$ cat config.mk
export PLATFORM = sky130hd
export DESIGN_NAME = tks_cell
export DESIGN_NICKNAME = d
export VERILOG_FILES = /design/src/sv/tks_pkg.sv /design/src/sv/tks_cell.sv
export SDC_FILE = /design/constraint.sdc
export NUM_CORES = 1
export LEC_CHECK = 0
export BUFFER_PORTS_ARGS = -buffer_cell sky130_fd_sc_hd__buf_4
export CAP_MARGIN = 20
export CORE_AREA = 2 2 237 239
export DETAILED_ROUTE_END_ITERATION = 12
export DIE_AREA = 0 0 239 241
export GPL_TIMING_DRIVEN = 0
export SYNTH_ARGS = -nofsm -noshare
export SYNTH_HDL_FRONTEND = slang
export SYNTH_SLANG_ARGS = --single-unit
export TNS_END_PERCENT = 1
$ cat constraint.sdc
create_clock -name clk -period 22.1 [get_ports clk]
set_input_delay 4.42 -clock clk [delete_from_list [all_inputs] [get_ports clk]]
set_output_delay 4.42 -clock clk [all_outputs]
set_load 0.05 [all_outputs]
$ cat src/sv/tks_pkg.sv
// ----------------------------------------------------------------------------
// tks_pkg: shared types for the top-k score table
// Record layout, command and status codes, and the control word that the
// table controller hands to every cell of the chain.
// ----------------------------------------------------------------------------
`default_nettype none

package tks_pkg;

    // Request kinds carried in s_tuser.
    typedef enum logic [1:0] {
        CMD_ADD   = 2'd0,
        CMD_READ  = 2'd1,
        CMD_CLEAR = 2'd2
    } cmd_t;

    // Result status carried in m_tuser.
    typedef enum logic [1:0] {
        STATUS_OK         = 2'd0,
        STATUS_BAD_ID     = 2'd1,
        STATUS_NOT_FILLED = 2'd2
    } status_t;

    // One score record as held in a cell.
    typedef struct packed {
        logic [23:0]        initials;
        logic [3:0]         outcome;
        logic [31:0]        moves;
        logic signed [31:0] points;
        logic [26:0]        date;
        logic [31:0]        id;
    } record_t;

    // Control broadcast to every cell.
    typedef struct packed {
        logic insert;   // sorted insertion of the broadcast record
        logic rotate;   // every cell takes its right neighbor's record
    } cell_ctl_t;

endpackage

`default_nettype wire

$ cat src/sv/tks_cell.sv
// ----------------------------------------------------------------------------
// tks_cell: one slot of the sorted score chain
// Holds one record. On an insertion it keeps its record, takes the new one,
// or takes its left neighbor's record; on a rotation it takes its right
// neighbor's record.
// ----------------------------------------------------------------------------
`default_nettype none

module tks_cell (
    input  wire logic               clk,
    input  wire tks_pkg::cell_ctl_t ctl,
    input  wire tks_pkg::record_t   new_rec,
    input  wire tks_pkg::record_t   prev_rec,
    input  wire tks_pkg::record_t   next_rec,
    input  wire logic               prev_keep,
    input  wire logic               filled,
    output tks_pkg::record_t        rec,
    output logic                    keep
);

    tks_pkg::record_t rec_reg;
    tks_pkg::record_t rec_next;

    // A filled slot whose score is equal or higher stays ahead of the new record.
    assign keep = filled && !($signed(rec_reg.points) < $signed(new_rec.points));
    assign rec  = rec_reg;

    always_comb
    begin
        rec_next = rec_reg;
        if (ctl.insert)
        begin
            if (!keep)
            begin
                rec_next = prev_keep ? new_rec : prev_rec;
            end
        end
        else if (ctl.rotate)
        begin
            rec_next = next_rec;
        end
    end

    always_ff @(posedge clk)
    begin
        rec_reg <= rec_next;
    end

endmodule

`default_nettype wire

==> reports/qor.yml, run 1 <==
reg2reg_depth: 12
netlist.area_leader.share: 0.539
wl_per_cell_um: 18.4
grt_util_met3: 0.0407
skew_ps: 11.5
antenna_found_initial: 3
slew_viol_final: 0
io_buffers: 607
fp.coreArea_um2: 54900
die-area_um2: 57600
synth_compound_area_frac: 0.113
fin_crit_sh: 0.501
die_x_um: 239
synth.area.top_cells: "edfxtp_1 (54%), mux2i_1 (18%), a21oi_1 (9.7%), nor2_1 (7.0%), ha_1 (4.6%)"
required_ps: 17680
hold_viol: 0
hp-class: "flip-flop to flip-flop"
row_count: 86
combPwrFrac: 0.346
r2r_end: "rec[124]"
boundaryPins: 610
grt.busiest_layer: "met2"
first_pass_iters: 5
period_needed_ps: 11080
synthToLayoutAreaGrowth_pct: 74.3
setup_violations: 0
final_cell_mix: "buf_4 (607), a21oi_1 (163), nor2_1 (158), mux2i_1 (151), edfxtp_1 (151)"
clock-root-buffer: "clkbuf_16"
die_h_um: 241
hpwl_mm: 33.3
cts_tree: "built"
grt_setup_unrepaired: "false"
drive_gt1_frac: 0.468
power_frac_seq: 0.364
largest_reg_flops: 151
postRouteWirelength_mm: 39.1
cts_max_level: 4
drt_iter0_drc: 371
hold_depth: 6
clkPwrFrac: 0.290
syn_inst: 775
vias: 8566
synth-xor-area-share: 0
tightestPinTransition_ps: 948
status: "finished clean"
cts_buffer_depth: 2
path_class: "primary input to output port"
end_kind: "output port"
synth_fa_ha_area_frac: 0.0461
maxCapViolations: 0
yosysWarnings: 0
met2_usage: 0.216
synth_top_family_by_area: "multiplexers"
syn_area_um2: 8410
slew_headroom: 0.368
ant_nets: 0
regToRegStartpoint: "rec[90]"
cts_resized: 0
reg2reg_setup_slack_ps: 18200
grt_pass1_vias: 8738
fin_nets: 1903
clk_latency_ps: 470
arrival_ps: 6660
num-fill-cells: 5851
synth_area_per_cell_um2: 10.9
utilization: 0.267
gp_congestion: 0.930
yosys.area.top_type: "edfxtp_1"
intPower_w: 0.000661
seq_area_frac_synth: 0.539
numCtsBuffers: 17
irDropWorstVdd_uv: 55.8
drc_errors: 0
min_from: "rec[76]"
syn_nets: 1264
grt_usage: 0.129
fmax_mhz: 90.3
p_sw_frac: 0.358
p_leak_nw: 6.79
cp_max_fo: 6
post-cts-setup-buffers: 0
grt_max_degree: 21
postCtsHoldBufs: 0
grt_use_met1: 0.146
synth.distinct_cells: 28
start_util: 0.153
gr-total-overflow: 0
start_kind: "primary input"
synth_mux_area_frac: 0.180
clkSinkCount: 151
whs_ps: 1260
synth-simple-area-share: 0.0836
p_switching_w: 0.000369
mostFrequentLayoutCell: "buf_4"
via_per_inst: 4.02
yosys_register_bits: 151
clk_pin_slew_worst_paths_ps: 60
min_to: "rec[74]"
power_density_nw_per_um2: 70.3
grt_pass1_wl_mm: 53.2
==> layer usage <==
layer	up-vias	routed length, µm
met3	66	3110
met1	3971	15500
li1	4097	-
met4	2	1550
met5	-	12
met2	430	19000
==> synthesized netlist by cell type, drive strengths merged <==
master / number
a21oi: 163
nor2: 158
edfxtp: 151
mux2i: 151
clkbuf: 33
ha: 31
inv: 31
buf: 18
nand2: 12
o21ai: 8
a211oi: 2
nand3: 2
o211ai: 2
a21boi: 1
a21o: 1
a221oi: 1
a2bb2o: 1
a32o: 1
and3: 1
nand3b: 1
nand4: 1
nor3: 1
nor3b: 1
nor4: 1
o2111a: 1
or3: 1
==> power by group through the flow <==
stage / clock, W / sequential (W) / combinational (W)
floorplan: 0 / 0.000509 / 0.0000746
global placement: 0 / 0.000399 / 0.000347
detailed placement: 0 / 0.000381 / 0.000358
CTS: 0.000313 / 0.000375 / 0.000359
global route: 0.000320 / 0.000378 / 0.000376
finish: 0.000299 / 0.000375 / 0.000356
==> worst max-delay path by stage <==
stage,endpoint,slack (ps),from
floorplan,rec[0],4530,new_rec[90]
global placement,rec[26],-1480,ctl[1]
detailed placement,keep,11000,new_rec[90]
CTS,keep,10990,new_rec[90]
global route,keep,10940,new_rec[90]
finish,keep,11020,new_rec[90]
==> through the flow <==
stage	area, µm²	std cells	TNS (ps)	total power (W)	setup slack (ps)
final	14700	2131	0	0.00103	11020
after floorplan	8410	775	0	0.000584	4530
after global placement	13900	2086	-219260	0.000746	-1480
after global routing	14700	2130	0	0.00107	10940
after CTS	14700	2130	0	0.00105	10990
after detailed placement	14100	2099	0	0.000740	11000
==> area by class of cell <==
type / count / area (µm²) / share of cell area
clock inverters: 13 / 146 / 0.00998
clock buffers: 18 / 429 / 0.0293
multi-input cells: 542 / 3570 / 0.243
inverters: 31 / 116 / 0.00794
plain buffers: 51 / 208 / 0.0142
repair buffers: 620 / 4780 / 0.326
flip-flops and latches: 151 / 4530 / 0.309
diodes: 1 / 2.50 / 0.000171
well taps: 704 / 881 / 0.0601
==> critical path: stages <==
cell      delay (ps)
buf_4            120
inv_1             50
ha_1             370
nand4_1          170
nor3_2            90
a221oi_1         250
o211ai_1         290
or3_1            420
a21boi_1         230
buf_4            250
==> cells by family after synthesis <==
logic type,Yosys count
AOI/OAI and AO/OA,181
adders and majority gates,31
buffers and inverters,82
DFF,151
muxes,151
and+or+nand+nor,179
Power figures use the tool's default switching activity.
==> run 2: changes to the inputs <==
clock period = 10.7 ns   (was 22.1 ns; I/O delays follow)
==> run 2 against run 1 <==
Cell count fell by 0.14%. Critical path type unchanged. Sequential power rose by 110%. Highest routed layer is now met4. Register-to-register slack got worse by 11000 ps.
==> reports/qor.yml, run 2 (same netlist as run 1, synthesis figures left out) <==
clk_latency_ps: 470  # about the same
die_x_um: 239  # unchanged
period_needed_ps: 6340
die-area_um2: 57600  # unchanged
p_leak_nw: 6.79  # about the same
start_util: 0.153  # unchanged
p_switching_w: 0.000758  # was 0.000369 W
power_density_nw_per_um2: 148  # was 70.3 nW/µm²
cts_max_level: 4  # unchanged
cts_resized: 0  # unchanged
fmax_mhz: 158
hpwl_mm: 34.1  # was 33.3 mm
fin_crit_sh: 0.593
synthToLayoutAreaGrowth_pct: 74.4  # was 74.3%
status: "finished clean"  # unchanged
slew_viol_final: 0  # unchanged
grt_usage: 0.133  # was 0.129
drc_errors: 0  # unchanged
power_frac_seq: 0.356  # was 0.364
arrival_ps: 4200  # was 6660 ps
cp_max_fo: 3  # was 6
io_buffers: 607  # unchanged
mostFrequentLayoutCell: "buf_4"  # unchanged
start_kind: "primary input"  # unchanged
ant_nets: 0  # unchanged
row_count: 86  # unchanged
whs_ps: 1160  # was 1260 ps
clock-root-buffer: "clkbuf_16"  # unchanged
tightestPinTransition_ps: 1060  # was 948 ps
required_ps: 8560  # was 17680 ps
maxCapViolations: 0  # unchanged
grt_max_degree: 20  # was 21
postCtsHoldBufs: 0  # unchanged
p_sw_frac: 0.350  # was 0.358
antenna_cells: 0  # was 1
fp.coreArea_um2: 54900  # unchanged
clkSinkCount: 151  # unchanged
vias: 8623  # was 8566
antenna_found_initial: 2  # was 3
drive_gt1_frac: 0.466  # was 0.468
place_area_um2: 14100  # about the same
gp_congestion: 0.945  # was 0.930
irDropWorstVdd_uv: 117  # was 55.8 µV
drt_iter0_drc: 299  # was 371
clkPwrFrac: 0.300  # was 0.290
largest_reg_flops: 151  # unchanged
cts_tree: "built"  # unchanged
combPwrFrac: 0.344  # was 0.346
design_area_um2: 14700  # about the same
first_pass_iters: 4  # was 5
wl_per_cell_um: 19.0  # was 18.4 µm
reg2reg_setup_slack_ps: 6940  # was 18200 ps
clk_pin_slew_worst_paths_ps: 60  # about the same
hold_viol: 0  # unchanged
end_kind: "output port"  # unchanged
hp-class: "flip-flop to flip-flop"  # unchanged
worst_slack_ps: 4360  # was 11020 ps
cts_buffer_depth: 2  # unchanged
die_h_um: 241  # unchanged
intPower_w: 0.00141  # was 0.000661 W
post-cts-setup-buffers: 0  # unchanged
boundaryPins: 610  # unchanged
grt_setup_unrepaired: "false"  # unchanged
final_cell_mix: "buf_4 (607), a21oi_1 (163), nor2_1 (158), mux2i_1 (151), edfxtp_1 (151)"  # unchanged
path_class: "primary input to output port"  # unchanged
grt_pass1_vias: 8790  # was 8738
fin_nets: 1901  # was 1903
num-fill-cells: 5859  # was 5851
dp_worst_setup_slack_ps: 4330  # was 11000 ps
finalPower_w: 0.00217  # was 0.00103 W
grt_pass1_wl_mm: 54.4  # was 53.2 mm
setup_violations: 0  # unchanged
gr-total-overflow: 0  # unchanged
slew_headroom: 0.296  # was 0.368
skew_ps: 9.52  # was 11.5 ps
postRouteWirelength_mm: 40.4  # was 39.1 mm
via_per_inst: 4.05  # was 4.02
numCtsBuffers: 17  # unchanged
==> run 2: worst paths after layout <==
| path | start | end | cells past startpoint |
|---|---|---|---|
| worst min-delay path | rec[90] | rec[72] | 4 |
| worst max register to register | rec[90] | rec[126] | 12 |
| worst max-delay path | new_rec[66] | keep | 10 |
| worst min register to register | rec[90] | rec[72] | 4 |
==> run 2: power groups by stage <==
stage / logic (W) / registers (W) / clock network (W)
after CTS: 0.000752 / 0.000773 / 0.000679
after floorplan: 0.000155 / 0.00104 / 0
after global routing: 0.000786 / 0.000779 / 0.000700
after detailed placement: 0.000751 / 0.000785 / 0
final: 0.000745 / 0.000772 / 0.000651
after global placement: 0.000725 / 0.000805 / 0
==> run 2: layer usage <==
metal | vias to the layer above | track usage | part of all wire
met2 | 435 | 0.230 | 0.49
met5 | - | 0 | 0
met4 | 0 | 0.0629 | 0.035
li1 | 4082 | - | -
met1 | 4044 | 0.144 | 0.38
met3 | 62 | 0.0500 | 0.091
==> run 2: layout make-up <==
type,instances,area [µm²],area share
buffer,51,208,0.0142
multi-input combinational,542,3570,0.243
inverter,31,116,0.00793
sequential,151,4530,0.309
tap,704,881,0.0600
clock inverter,13,179,0.0122
timing repair buffer,618,4760,0.324
clock buffer,18,429,0.0292
==> run 2: stage by stage <==
stage	setup TNS, ps	cells	util
floorplan	0	775	-
global placement	-430820	2086	0.252
detailed placement	0	2097	0.256
CTS	0	2128	0.267
global route	0	2128	0.267
finish	0	2128	0.267
==> run 2: worst max-delay path, stage by stage <==
cell and delay [ps]:
buf_4 90, inv_1 40, ha_1 300, a21oi_1 160, o21ai_0 180, a21o_2 270, o2111a_1 310, or3_1 330
a21boi_1 160, buf_4 220
==> run 3: changes to the inputs <==
CORE_AREA = 2 2 238 240   (was 2 2 237 239)
DIE_AREA = 0 0 240 242   (was 0 0 239 241)
clock period = 5.7 ns   (was 10.7 ns; I/O delays follow)
==> run 3 against run 2 <==
Clock skew grew 5.8 ps. Non-clock buffer count grew 2. Final area grew 1.1%. First-iteration DRC count grew 1.0%. Die area grew 0.84%. Highest routed layer unchanged. Register-to-register slack lost 4900 ps. Combinational power grew 92%.
==> reports/qor.yml, run 3 (same netlist as run 1, synthesis figures left out) <==
fin_nets: 1903  # was 1901
cp_max_fo: 3  # unchanged
hpwl_mm: 35.0  # was 34.1 mm
first_pass_iters: 4  # unchanged
boundaryPins: 610  # unchanged
post-cts-setup-buffers: 0  # unchanged
slew_headroom: 0.291  # was 0.296
grt_pass1_vias: 8999  # was 8790
skew_ps: 15.3  # was 9.52 ps
end_kind: "output port"  # unchanged
irDropWorstVdd_uv: 232  # was 117 µV
fin_crit_sh: 0.746
final_cell_mix: "buf_4 (607), a21oi_1 (163), nor2_1 (158), mux2i_1 (151), edfxtp_1 (151)"  # unchanged
grt_max_degree: 20  # unchanged
drc_errors: 0  # unchanged
die-area_um2: 58100  # was 57600 µm²
die_h_um: 242  # was 241 µm
path_class: "primary input to output port"  # unchanged
die_x_um: 240  # was 239 µm
cpMostUsedCell: "buf_4"  # unchanged
slew_viol_final: 0  # unchanged
cts_buffer_depth: 2  # unchanged
gr-total-overflow: 0  # unchanged
drt_iter0_drc: 302  # was 299
numCtsBuffers: 17  # unchanged
ant_nets: 0  # unchanged
p_leak_nw: 6.78  # was 6.79 nW
slowest_stage: "a32o_1"  # was or3_1
maxCapViolations: 0  # unchanged
fmax_mhz: 235
via_per_inst: 3.86  # was 4.05
gp_congestion: 0.989  # was 0.945
grt_pass1_wl_mm: 56.8  # was 54.4 mm
clk_pin_slew_worst_paths_ps: 60  # about the same
stdcell_count: 2184  # was 2128
arrival_ps: 3110  # was 4200 ps
hp-class: "primary input to flip-flop"  # was flip-flop to flip-flop
row_count: 87  # was 86
wl_per_cell_um: 18.8  # was 19.0 µm
clk_latency_ps: 480  # was 470 ps
cts_max_level: 4  # unchanged
design_area_um2: 14800  # was 14700 µm²
drive_gt1_frac: 0.481  # was 0.466
start_kind: "primary input"  # unchanged
placed_cells: 2151  # was 2097
hold_viol: 0  # unchanged
path_cells: "buf_4 -> inv_8 -> ha_4 -> o211ai_1 -> nor2_1 -> a32o_1 -> o2111a_1 -> or3_1 -> a21boi_1 -> buf_4"  # was buf_4 -> inv_1 -> ha_1 -> a21oi_1 -> o21ai_0 -> a21o_2 -> o2111a_1 -> or3_1 -> a21boi_1 -> buf_4
fp.coreArea_um2: 55700  # was 54900 µm²
finalPower_w: 0.00399  # was 0.00217 W
vias: 8427  # was 8623
clock-root-buffer: "clkbuf_16"  # unchanged
postRouteWirelength_mm: 41.0  # was 40.4 mm
mostFrequentLayoutCell: "buf_4"  # unchanged
required_ps: 4560  # was 8560 ps
status: "finished clean"  # unchanged
tightestPinTransition_ps: 1060  # about the same
start_util: 0.151  # was 0.153
reg2reg_setup_slack_ps: 2050  # was 6940 ps
setup_violations: 0  # unchanged
cts_tree: "built"  # unchanged
tns_ps: 0  # unchanged
period_needed_ps: 4250
io_buffers: 607  # unchanged
grt_usage: 0.138  # was 0.133
synthToLayoutAreaGrowth_pct: 76.4  # was 74.4%
power_density_nw_per_um2: 269  # was 148 nW/µm²
grt_setup_unrepaired: "false"  # unchanged
cpPeakStageDelay_ps: 310  # was 330 ps
antenna_found_initial: 2  # unchanged
clkSinkCount: 151  # unchanged
cts_resized: 0  # unchanged
place_area_um2: 14300  # was 14100 µm²
utilization: 0.266  # was 0.267
postCtsHoldBufs: 0  # unchanged
largest_reg_flops: 151  # unchanged
## run 3: cell types whose count changed in the layout (fill, tap and decap cells not counted), sizes merged
cell,delta
clkinvlp,+2
bufinv,-3
clkbuf,-1
diode,+2
buf,+2
inv,+2
## run 3: area by class of cell
class	count	area (µm²)
multi-input combinational	542	3670
inverter	31	124
timing repair buffer	620	4800
sequential	151	4530
clock inverter	14	126
antenna	2	5.00
fill	5968	40900
tap	756	946
buffer	51	208
clock buffer	17	425
## run 3: report_power, final
group | switching [W] | internal (W)
Combinational | 0.000890 | 0.000536
Clock | 0.000515 | 0.000599
Sequential | 0.0000549 | 0.00140
Total | 0.00146 | 0.00253
## run 3: layer usage
metal | share of wire | wire (µm) | GRT usage | up-vias
li1 | - | - | - | 4094
met1 | 0.41 | 16700 | 0.158 | 3883
met2 | 0.49 | 20000 | 0.235 | 402
met3 | 0.075 | 3080 | 0.0439 | 48
met4 | 0.032 | 1300 | 0.0596 | 0
met5 | 0 | 0 | 0 | -
## run 3: worst max-delay path: cells and delay by family
kind | cells | cell delay (ps)
buffers and inverters | 3 | 410
AO/OA/AOI/OAI | 4 | 1000
adder cells (fa/ha/maj) | 1 | 170
AND/OR/NAND/NOR | 2 | 390
## run 3: worst paths after layout
| check | from | to | depth (start not counted) |
|---|---|---|---|
| max | new_rec[62] | keep | 10 |
| min reg2reg | rec[90] | rec[88] | 3 |
| max reg2reg | rec[62] | rec[4] | 12 |
| min | next_rec[32] | rec[32] | 3 |
## run 3: per-stage QoR
step | setup slack, ps | hold slack [ps]
finish | 1450 | 982
global route | 1350 | 952
CTS | 1440 | 912
detailed placement | 1180 | 1150
global placement | -3900 | 1450
floorplan | -849 | 1370
